`config.mk`:
```
export PLATFORM = sky130hd
export DESIGN_NAME = three_level_page_table_walker_top
export DESIGN_NICKNAME = d
export VERILOG_FILES = /design/src/hdl/tlptw_pkg.sv /design/src/hdl/three_level_page_table_walker_top.sv
export VERILOG_INCLUDE_DIRS = /design/src /design/src/hdl
export SDC_FILE = /design/constraint.sdc
export NUM_CORES = 1
export LEC_CHECK = 0
export BUFFER_PORTS_ARGS = -buffer_cell sky130_fd_sc_hd__buf_2
export CAP_MARGIN = 10
export CELL_PAD_IN_SITES_DETAIL_PLACEMENT = 0
export CELL_PAD_IN_SITES_GLOBAL_PLACEMENT = 1
export CORE_MARGIN = 4
export CORE_UTILIZATION = 38
export DETAILED_ROUTE_END_ITERATION = 8
export GPL_ROUTABILITY_DRIVEN = 0
export GPL_TIMING_DRIVEN = 0
export PLACE_DENSITY_LB_ADDON = 0.05
export SLEW_MARGIN = 20
export SYNTH_ARGS = -nofsm -noshare
export SYNTH_HDL_FRONTEND = slang
export SYNTH_SLANG_ARGS = --single-unit
```
`constraint.sdc`:
```
create_clock -name clock -period 7.75 [get_ports clock]
set_input_delay 1.9375 -clock clock [delete_from_list [all_inputs] [get_ports clock]]
set_output_delay 1.9375 -clock clock [all_outputs]
set_load 0.02 [all_outputs]
```
`src/hdl/three_level_page_table_walker_top_assert.svh`:
```
// Assertion macros for the page table walker.
`ifndef THREE_LEVEL_PAGE_TABLE_WALKER_TOP_ASSERT_SVH
`define THREE_LEVEL_PAGE_TABLE_WALKER_TOP_ASSERT_SVH

// Same-cycle implication.
`define TLPTW_ASSERT_NOW(lbl, clk, rst, ante, cons, msg) \
   lbl: assert property (@(posedge clk) disable iff (rst) (ante) |-> (cons)) \
      else $error(msg);

// Next-cycle implication.
`define TLPTW_ASSERT_NEXT(lbl, clk, rst, ante, cons, msg) \
   lbl: assert property (@(posedge clk) disable iff (rst) (ante) |=> (cons)) \
      else $error(msg);

`endif

```
`src/hdl/tlptw_pkg.sv`:
```
package tlptw_pkg;

   localparam int ADDR_W         = 64;
   localparam int PAGE_SHIFT     = 12;
   localparam int PPN_BITS       = 44;
   localparam int PPN_LSB        = 10;
   localparam int INDEX_BITS     = 9;
   localparam int ENTRY_SHIFT    = 3;
   localparam int LEVEL_W        = 2;
   localparam int LEVELS_DEFAULT = 3;
   localparam logic [2:0] TYPE_MASK = 3'h7;

   typedef enum logic {
      REQ_TRANSLATE = 1'b0,
      REQ_ENTRY     = 1'b1
   } req_kind_type;

   typedef enum logic {
      RESULT_READ = 1'b0,
      RESULT_DONE = 1'b1
   } result_kind_type;

   // lowest virtual address bit of the index for level lvl (0 = first)
   function automatic int level_shift(input int levels, input int lvl);
      return PAGE_SHIFT + INDEX_BITS * (levels - 1 - lvl);
   endfunction

endpackage

```
`src/hdl/three_level_page_table_walker_top.sv`:
```
// Path: an accepted request word passes the input register, then decode
//   into the result register, which holds its response word.
// Throughput: one word per cycle; req_stall rises only while the result
//   register is full and rsp_stall is high.
// Reset (synchronous): clears valids, the walk state and the root page number.
module three_level_page_table_walker_top
   import tlptw_pkg::*;
#(
   parameter int LEVELS = LEVELS_DEFAULT
) (
   input  logic                 clock,
   input  logic                 reset,
   input  logic                 csr_valid,
   output logic                 csr_ready,
   input  logic [PPN_BITS-1:0]  csr_root_page_number,
   input  logic                 req_valid,
   output logic                 req_stall,
   input  logic                 req_type,
   input  logic [ADDR_W-1:0]    req_virt_addr,
   input  logic [ADDR_W-1:0]    req_entry_data,
   output logic                 rsp_valid,
   input  logic                 rsp_stall,
   output logic                 rsp_result_kind,
   output logic [ADDR_W-1:0]    rsp_address,
   output logic                 rsp_success
);

   `include "three_level_page_table_walker_top_assert.svh"

   localparam int VA_W     = PAGE_SHIFT + INDEX_BITS * LEVELS;
   localparam int ADDR_PAD = ADDR_W - PPN_BITS - INDEX_BITS - ENTRY_SHIFT;
   localparam int PA_PAD   = ADDR_W - PPN_BITS - PAGE_SHIFT;

   logic [PPN_BITS-1:0]  root_ff;
   logic                 in_valid_ff;
   logic                 in_type_ff;
   logic [ADDR_W-1:0]    in_va_ff;
   logic [ADDR_W-1:0]    in_entry_ff;
   logic                 out_valid_ff;
   logic                 out_kind_ff;
   logic [ADDR_W-1:0]    out_addr_ff;
   logic                 out_ok_ff;
   logic                 walk_active_ff;
   logic [LEVEL_W-1:0]   walk_level_ff;
   logic [VA_W-1:0]      held_vaddr_ff;

   logic                 out_kind_in;
   logic [ADDR_W-1:0]    out_addr_in;
   logic                 out_ok_in;
   logic                 walk_active_in;
   logic [LEVEL_W-1:0]   walk_level_in;
   logic [VA_W-1:0]      held_vaddr_in;

   logic                 advance;
   logic                 process;
   logic [LEVEL_W:0]     next_level;
   logic [INDEX_BITS-1:0] first_idx;
   logic [INDEX_BITS-1:0] next_idx;
   logic [ADDR_W-1:0]    off_mask;
   logic [PPN_BITS-1:0]  entry_ppn;
   logic [ADDR_W-1:0]    leaf_pa;

   assign csr_ready = 1'b1;
   assign advance   = !out_valid_ff || !rsp_stall;
   assign req_stall = in_valid_ff && !advance;
   assign process   = in_valid_ff && advance;

   assign rsp_valid       = out_valid_ff;
   assign rsp_result_kind = out_kind_ff;
   assign rsp_address     = out_addr_ff;
   assign rsp_success     = out_ok_ff;

   // per-level index and offset selection
   always_comb begin
      next_level = {1'b0, walk_level_ff} + 1'b1;
      first_idx  = in_va_ff[level_shift(LEVELS, 0) +: INDEX_BITS];
      next_idx   = '0;
      off_mask   = '0;
      for (int l = 0; l < LEVELS; l++) begin
         if (next_level == (LEVEL_W+1)'(l)) begin
            next_idx = held_vaddr_ff[level_shift(LEVELS, l) +: INDEX_BITS];
         end
         if (walk_level_ff == LEVEL_W'(l)) begin
            off_mask = (ADDR_W'(1) << level_shift(LEVELS, l)) - ADDR_W'(1);
         end
      end
      entry_ppn = in_entry_ff[PPN_LSB +: PPN_BITS];
      leaf_pa   = ({{PA_PAD{1'b0}}, entry_ppn, {PAGE_SHIFT{1'b0}}} & ~off_mask) |
                  (ADDR_W'(held_vaddr_ff) & off_mask);
   end

   always_comb begin
      out_kind_in    = RESULT_DONE;
      out_addr_in    = '0;
      out_ok_in      = 1'b0;
      walk_active_in = walk_active_ff;
      walk_level_in  = walk_level_ff;
      held_vaddr_in  = held_vaddr_ff;
      if (in_type_ff == REQ_TRANSLATE) begin
         if (walk_active_ff) begin
            out_ok_in = 1'b0;
         end else if (root_ff == '0) begin
            out_addr_in = in_va_ff;
            out_ok_in   = 1'b1;
         end else begin
            held_vaddr_in  = in_va_ff[VA_W-1:0];
            walk_level_in  = '0;
            walk_active_in = 1'b1;
            out_kind_in    = RESULT_READ;
            out_addr_in    = {{ADDR_PAD{1'b0}}, root_ff, first_idx, {ENTRY_SHIFT{1'b0}}};
         end
      end else if (!walk_active_ff) begin
         out_ok_in = 1'b0;
      end else if (!in_entry_ff[0]) begin
         walk_active_in = 1'b0;
         walk_level_in  = '0;
      end else if ((in_entry_ff[3:1] & TYPE_MASK) != 3'b000) begin
         walk_active_in = 1'b0;
         walk_level_in  = '0;
         out_addr_in    = leaf_pa;
         out_ok_in      = 1'b1;
      end else if (next_level >= (LEVEL_W+1)'(LEVELS)) begin
         walk_active_in = 1'b0;
         walk_level_in  = '0;
      end else begin
         walk_level_in = next_level[LEVEL_W-1:0];
         out_kind_in   = RESULT_READ;
         out_addr_in   = {{ADDR_PAD{1'b0}}, entry_ppn, next_idx, {ENTRY_SHIFT{1'b0}}};
      end
   end

   always_ff @(posedge clock) begin
      if (reset) begin
         root_ff        <= '0;
         in_valid_ff    <= 1'b0;
         out_valid_ff   <= 1'b0;
         walk_active_ff <= 1'b0;
         walk_level_ff  <= '0;
         held_vaddr_ff  <= '0;
      end else begin
         if (csr_valid && csr_ready) begin
            root_ff <= csr_root_page_number;
         end
         if (!req_stall) begin
            in_valid_ff <= req_valid;
         end
         if (advance) begin
            out_valid_ff <= in_valid_ff;
         end
         if (process) begin
            walk_active_ff <= walk_active_in;
            walk_level_ff  <= walk_level_in;
            held_vaddr_ff  <= held_vaddr_in;
         end
      end
   end

   always_ff @(posedge clock) begin
      if (req_valid && !req_stall) begin
         in_type_ff  <= req_type;
         in_va_ff    <= req_virt_addr;
         in_entry_ff <= req_entry_data;
      end
      if (process) begin
         out_kind_ff <= out_kind_in;
         out_addr_ff <= out_addr_in;
         out_ok_ff   <= out_ok_in;
      end
   end

   `TLPTW_ASSERT_NOW(a_read_means_walk, clock, reset,
      out_valid_ff && (out_kind_ff == RESULT_READ), walk_active_ff,
      "read word shown without an active walk")
   `TLPTW_ASSERT_NOW(a_success_done, clock, reset,
      out_valid_ff && out_ok_ff, out_kind_ff == RESULT_DONE,
      "success flagged on a read word")
   `TLPTW_ASSERT_NOW(a_level_range, clock, reset,
      walk_active_ff, {1'b0, walk_level_ff} < (LEVEL_W+1)'(LEVELS),
      "walk level beyond last level")
   `TLPTW_ASSERT_NEXT(a_idle_level, clock, reset,
      process && !walk_active_in, walk_level_ff == '0,
      "walk level not cleared at walk end")

endmodule
```
[Word-level counts from Yosys, hierarchy flattened]
Cells that the tools add are included.
Word-level totals
  register bits after elaboration: 273
  input bits: 178
  word-level logic and storage cells: 81
Cells by class
  add/sub/neg operators: 1
  magnitude comparators: 1
  equality and inequality tests: 7
  mux-type cells: 39
  bitwise operators: 7
  reduce and logical (&&, ||, !) cells: 14
Operator list (number)
  64-bit 2-to-1 mux: 7
  39-bit by 64-bit bitwise AND with 64-bit output: 1
  56-bit by 64-bit bitwise AND with 64-bit output: 1
  64-bit inverter: 1
  64-bit OR: 1
  30-bit 2-to-1 mux: 2
  56-bit 2-to-1 mux: 1
  44-bit zero test: 1
  9-bit 2-to-1 mux: 3
  1-bit 2-to-1 mux: 19
  2-bit 2-to-1 mux: 7
  4-bit AND reduction: 2
  1-bit zero test: 4
  2-bit inequality test, second input constant: 2
  2-bit by 1-bit adder with 3-bit output, second input constant: 1
  3-bit by 1-bit equality test with 1-bit output, second input constant: 1
  3-bit by 2-bit equality test with 1-bit output, second input constant: 1
  3-bit by 2-bit >= comparator with 1-bit output, second input constant: 1
  1-bit logical AND: 3
  3-bit zero test: 1
  1-bit inverter: 3
  3-bit nonzero test: 1
  2-bit by 1-bit equality test with 1-bit output, second input constant: 1
  2-bit equality test, second input constant: 1
  other kinds (3): 3

[Depth between registers and ports, before layout]
  depth after elaboration: 11
  gate-level depth with buffers: 9
  depth with buffers taken out: 7

[Worst setup path before layout]
Ideal clock, no wire load.
  kind: input port to flip-flop
  from: input rsp_stall
  to: register in_entry_ff[0], enable pin
  data arrival time: 7186 ps
  setup slack: -33 ps
  stages on the path: 2
  path buffers: 0
  path through: and3_1 > nor2b_1
Between the ends
  cells in the longest elaborated chain, start to end: 6
RTL lines
  start, declared: RTL line three_level_page_table_walker_top.sv:22  | input logic rsp_stall,
  1-bit zero test: RTL line three_level_page_table_walker_top.sv:64  | assign advance = !out_valid_ff || !rsp_stall;
  1-bit logical OR: RTL line three_level_page_table_walker_top.sv:64
  1-bit zero test: RTL line three_level_page_table_walker_top.sv:65  | assign req_stall = in_valid_ff && !advance;
  1-bit logical AND: RTL line three_level_page_table_walker_top.sv:65
  1-bit zero test: RTL line three_level_page_table_walker_top.sv:159  | if (req_valid && !req_stall) begin
  1-bit logical AND: RTL line three_level_page_table_walker_top.sv:159
  end signal, assigned: RTL line three_level_page_table_walker_top.sv:162  | in_entry_ff <= req_entry_data;
  end, declared: RTL line three_level_page_table_walker_top.sv:38  | logic [ADDR_W-1:0] in_entry_ff;
Every way passes these cells.
A chain may end at the register's enable or synchronous reset.

[Worst setup path after layout]
  from: input rsp_stall
  to: output req_stall
Between the ends
  cells in the longest elaborated chain, start to end: 4
RTL lines
  1-bit zero test: RTL line three_level_page_table_walker_top.sv:64
  1-bit logical OR: RTL line three_level_page_table_walker_top.sv:64
  1-bit zero test: RTL line three_level_page_table_walker_top.sv:65
  1-bit logical AND: RTL line three_level_page_table_walker_top.sv:65
  end, declared: RTL line three_level_page_table_walker_top.sv:17  | output logic req_stall,
Every way passes these cells.

==> results.toml <==
[status]
status = "finished clean"

[timing]
worst_pin_slew_ns = 0.833
slew-limit-headroom = 0.445
finalClockSkew_ns = 0.0136
post-route-period-util = 0.569
setup_violations = 0
slew_viol_final = 0
finalSetupTns_ns = 0
rsz0062_at_grt = "no"
fmax_mhz = 227
setup_ws_ns = 3.34
hold_viol = 0
fin_crit_ns = 4.41

[synth]
syn_avg_cell_area_sq_um = 13.5
synth_cell_types = 38
syn_inst = 721
synth_ff_type = "edfxtp_1"
synth.top_cell.area_share = 0.551
synthTopCellsByArea = "edfxtp_1 55%, dfxtp_1 16%, mux2i_1 8.6%, nor2_1 3.0%, a21oi_1 2.4%"
synth_common_cells = "179 x edfxtp_1, 84 x mux2i_1, 79 x dfxtp_1"
yosysWarnings = 0
ys_seq_elements = 258
synth_most_common_cell = "edfxtp_1"
syn-num-nets = 899
synth-seq-area-share = 0.714
synth_area_leader_cell = "edfxtp_1"
async_reset_ff_frac = 0
synth_edf_count = 179
syn-cell-area_sq_um = 9750

[floorplan]
die_x_microns = 168
start_util = 0.387
top_level_ports = 247
std_cell_rows = 58
die_area_sq_um = 28300
die_y_microns = 168
core_area_sq_um = 25200

[worst_setup_path]
worstSetupStartpointType = "input pin"
rrSetupSlack_ns = 4.92
r2r-start = "root_ff[6]"
critPathCaptureType = "primary output"
worstPathRequired_ns = 5.81
crit_type = "in2out"
startpoint = "rsp_stall"
path_max_fanout = 3
crit_end = "req_stall"
worst_r2r_endpoint = "rsp_address[27]"
slowest_delay_ns = 0.24
slowest_stage = "and3_1"
cp_num_cells = 3
crit_chain = "buf_2 -> and3_1 -> buf_2"
path_common_cell = "buf_2"
path_buf_inv = 2
crit_family = "buffers and inverters"
worst-endpoint-arrival_ns = 2.47
reg2reg_depth = 7

[global_routing]
grt_pass1_wl_mm = 40.4
grt_pass1_vias = 6700
grt_max_degree = 38
grt_antenna_before_repair = 6
overflow = 0
track_usage = 0.186

[detailed_routing]
drc = 0
drt-vias-per-instance = 4.98
ant_nets = 0
routed_wl_mm = 27.2
drt_iter0_markers = 456
drtPass1Iterations = 6
vias = 6673
avgRoutedWirePerCell_microns = 20.3

[final_layout]
n_fill_cell = 2295
seqCellArea_sq_um = 6960
final_nets = 1163
final_core_util = 0.489
multi_input_area_sq_um = 2560
area_delta_synth_final_pct = 26.4
layout-drive-gt1-share = 0.302

[place]
portBuffers = 227
dp_hpwl_mm = 19.6
preCtsSetupSlack_ns = 3.35

[cts]
cts_max_level = 1
post_cts_resized = 0
clock_latency_ns = 0.54
numCtsBuffers = 29
clk_pin_slew_ns = 0.06
root_buffer = "clkbuf_16"
cts_max_path_buffers = 3
postCtsSetupBuffers = 0
cts_tree = "done"
hold_buffers = 0
cts.sinks = 258

[hold_path]
hold_class = "reg2reg"
hp-start = "held_vaddr_ff[3]"

[pwr]
ir_drop_mv = 0.161
p_leak_uw = 0.00502
power_density_nw_per_um2 = 251

[flow_run]
drv_cap = 0
## tightest hold or removal path, cell delays in order (launching register included)
cell and delay (ns):
dfxtp_1 0.33, mux2i_1 0.07, nor2_1 0.07
## cell families after synthesis
logic type / Yosys count / synth area share
mux: 93 / 0.0966
flops: 258 / 0.714
simple gates: 183 / 0.0810
other cells: 1 / 0.000385
buf+inv: 54 / 0.0250
compound gates: 132 / 0.0834
## placed cells by master (no fill, tap or decap), types with 2 or more instances in the layout
master     synthesis  layout
nor3_2             2       2
a22oi_1            9       9
buf_2              6     233
nor4_1            13      12
buf_16             0       2
clkbuf_8           0       2
a21oi_1           46      46
nor2_1            78      78
a31oi_1           11      11
edfxtp_1         179     179
inv_6              0       2
a222oi_1           9       9
nand4_1            3       3
nand3_1           14      14
a32o_1             3       3
buf_1              6       6
mux2_2             9       9
o21ai_1           27      27
buf_4              4       5
clkinv_1           0       3
clkinv_2           0       8
clkbuf_16          0      29
and3_1             9       9
mux2i_1           84      84
clkbuf_1          32      41
nand2_1           60      60
dfxtp_1           79      79
o22ai_1           19      19
buf_12             0       3
inv_1              4       3
## where the power goes
part | switching, uW | total (uW) | internal, uW
Combinational | 134 | 225 | 90.4
Sequential | 38.9 | 1590 | 1550
Clock | 534 | 1280 | 741
Total | 707 | 3090 | 2380
## worst min-delay path by stage
| stage | endpoint | cells after the start |
|---|---|---|
| floorplan | rsp_valid | 2 |
| CTS | rsp_valid | 2 |
| finish | held_vaddr_ff[3] | 2 |
| global route | held_vaddr_ff[9] | 2 |
| detailed placement | rsp_valid | 2 |
| global placement | held_vaddr_ff[8] | 2 |
## per-layer routing
layer  vias up  routed length, microns  part of all wire  track usage
met5         -                      52            0.0019            0
met4        10                     501             0.018       0.0402
met3        46                    2170             0.080       0.0552
met2       229                   12000              0.44        0.282
met1      3158                   12500              0.46        0.266
li1       3230                       -                 -            -
## flip-flops by register name, summed over array words and instances, names as in the netlist
name             count
in_va_ff            64
rsp_address         64
in_entry_ff         48
root_ff             44
held_vaddr_ff       30
walk_level_ff        2
in_type_ff           1
in_valid_ff          1
rsp_result_kind      1
rsp_success          1
rsp_valid            1
walk_active_ff       1
## area by class of cell
class / instances / area share
Clock inverter: 14 / 0.00802
Buffer: 50 / 0.0186
Tap cell: 330 / 0.0335
Sequential cell: 258 / 0.564
Clock buffer: 40 / 0.0639
Multi-Input combinational cell: 409 / 0.208
Inverter: 4 / 0.00142
Antenna cell: 1 / 0.000203
Timing Repair Buffer: 233 / 0.102
## per-stage QoR
step | hold WS (ns) | area, sq um | instances | total power, uW
detailed placement | 0.478 | 11400 | 1284 | 1850
global route | 0.525 | 12300 | 1339 | 3220
finish | 0.498 | 12300 | 1339 | 3090
CTS | 0.495 | 12300 | 1338 | 3130
floorplan | 0.450 | 9750 | 721 | 1730
global placement | 0.475 | 11300 | 1278 | 1840
No activity file was read; power rests on OpenSTA's default activity.
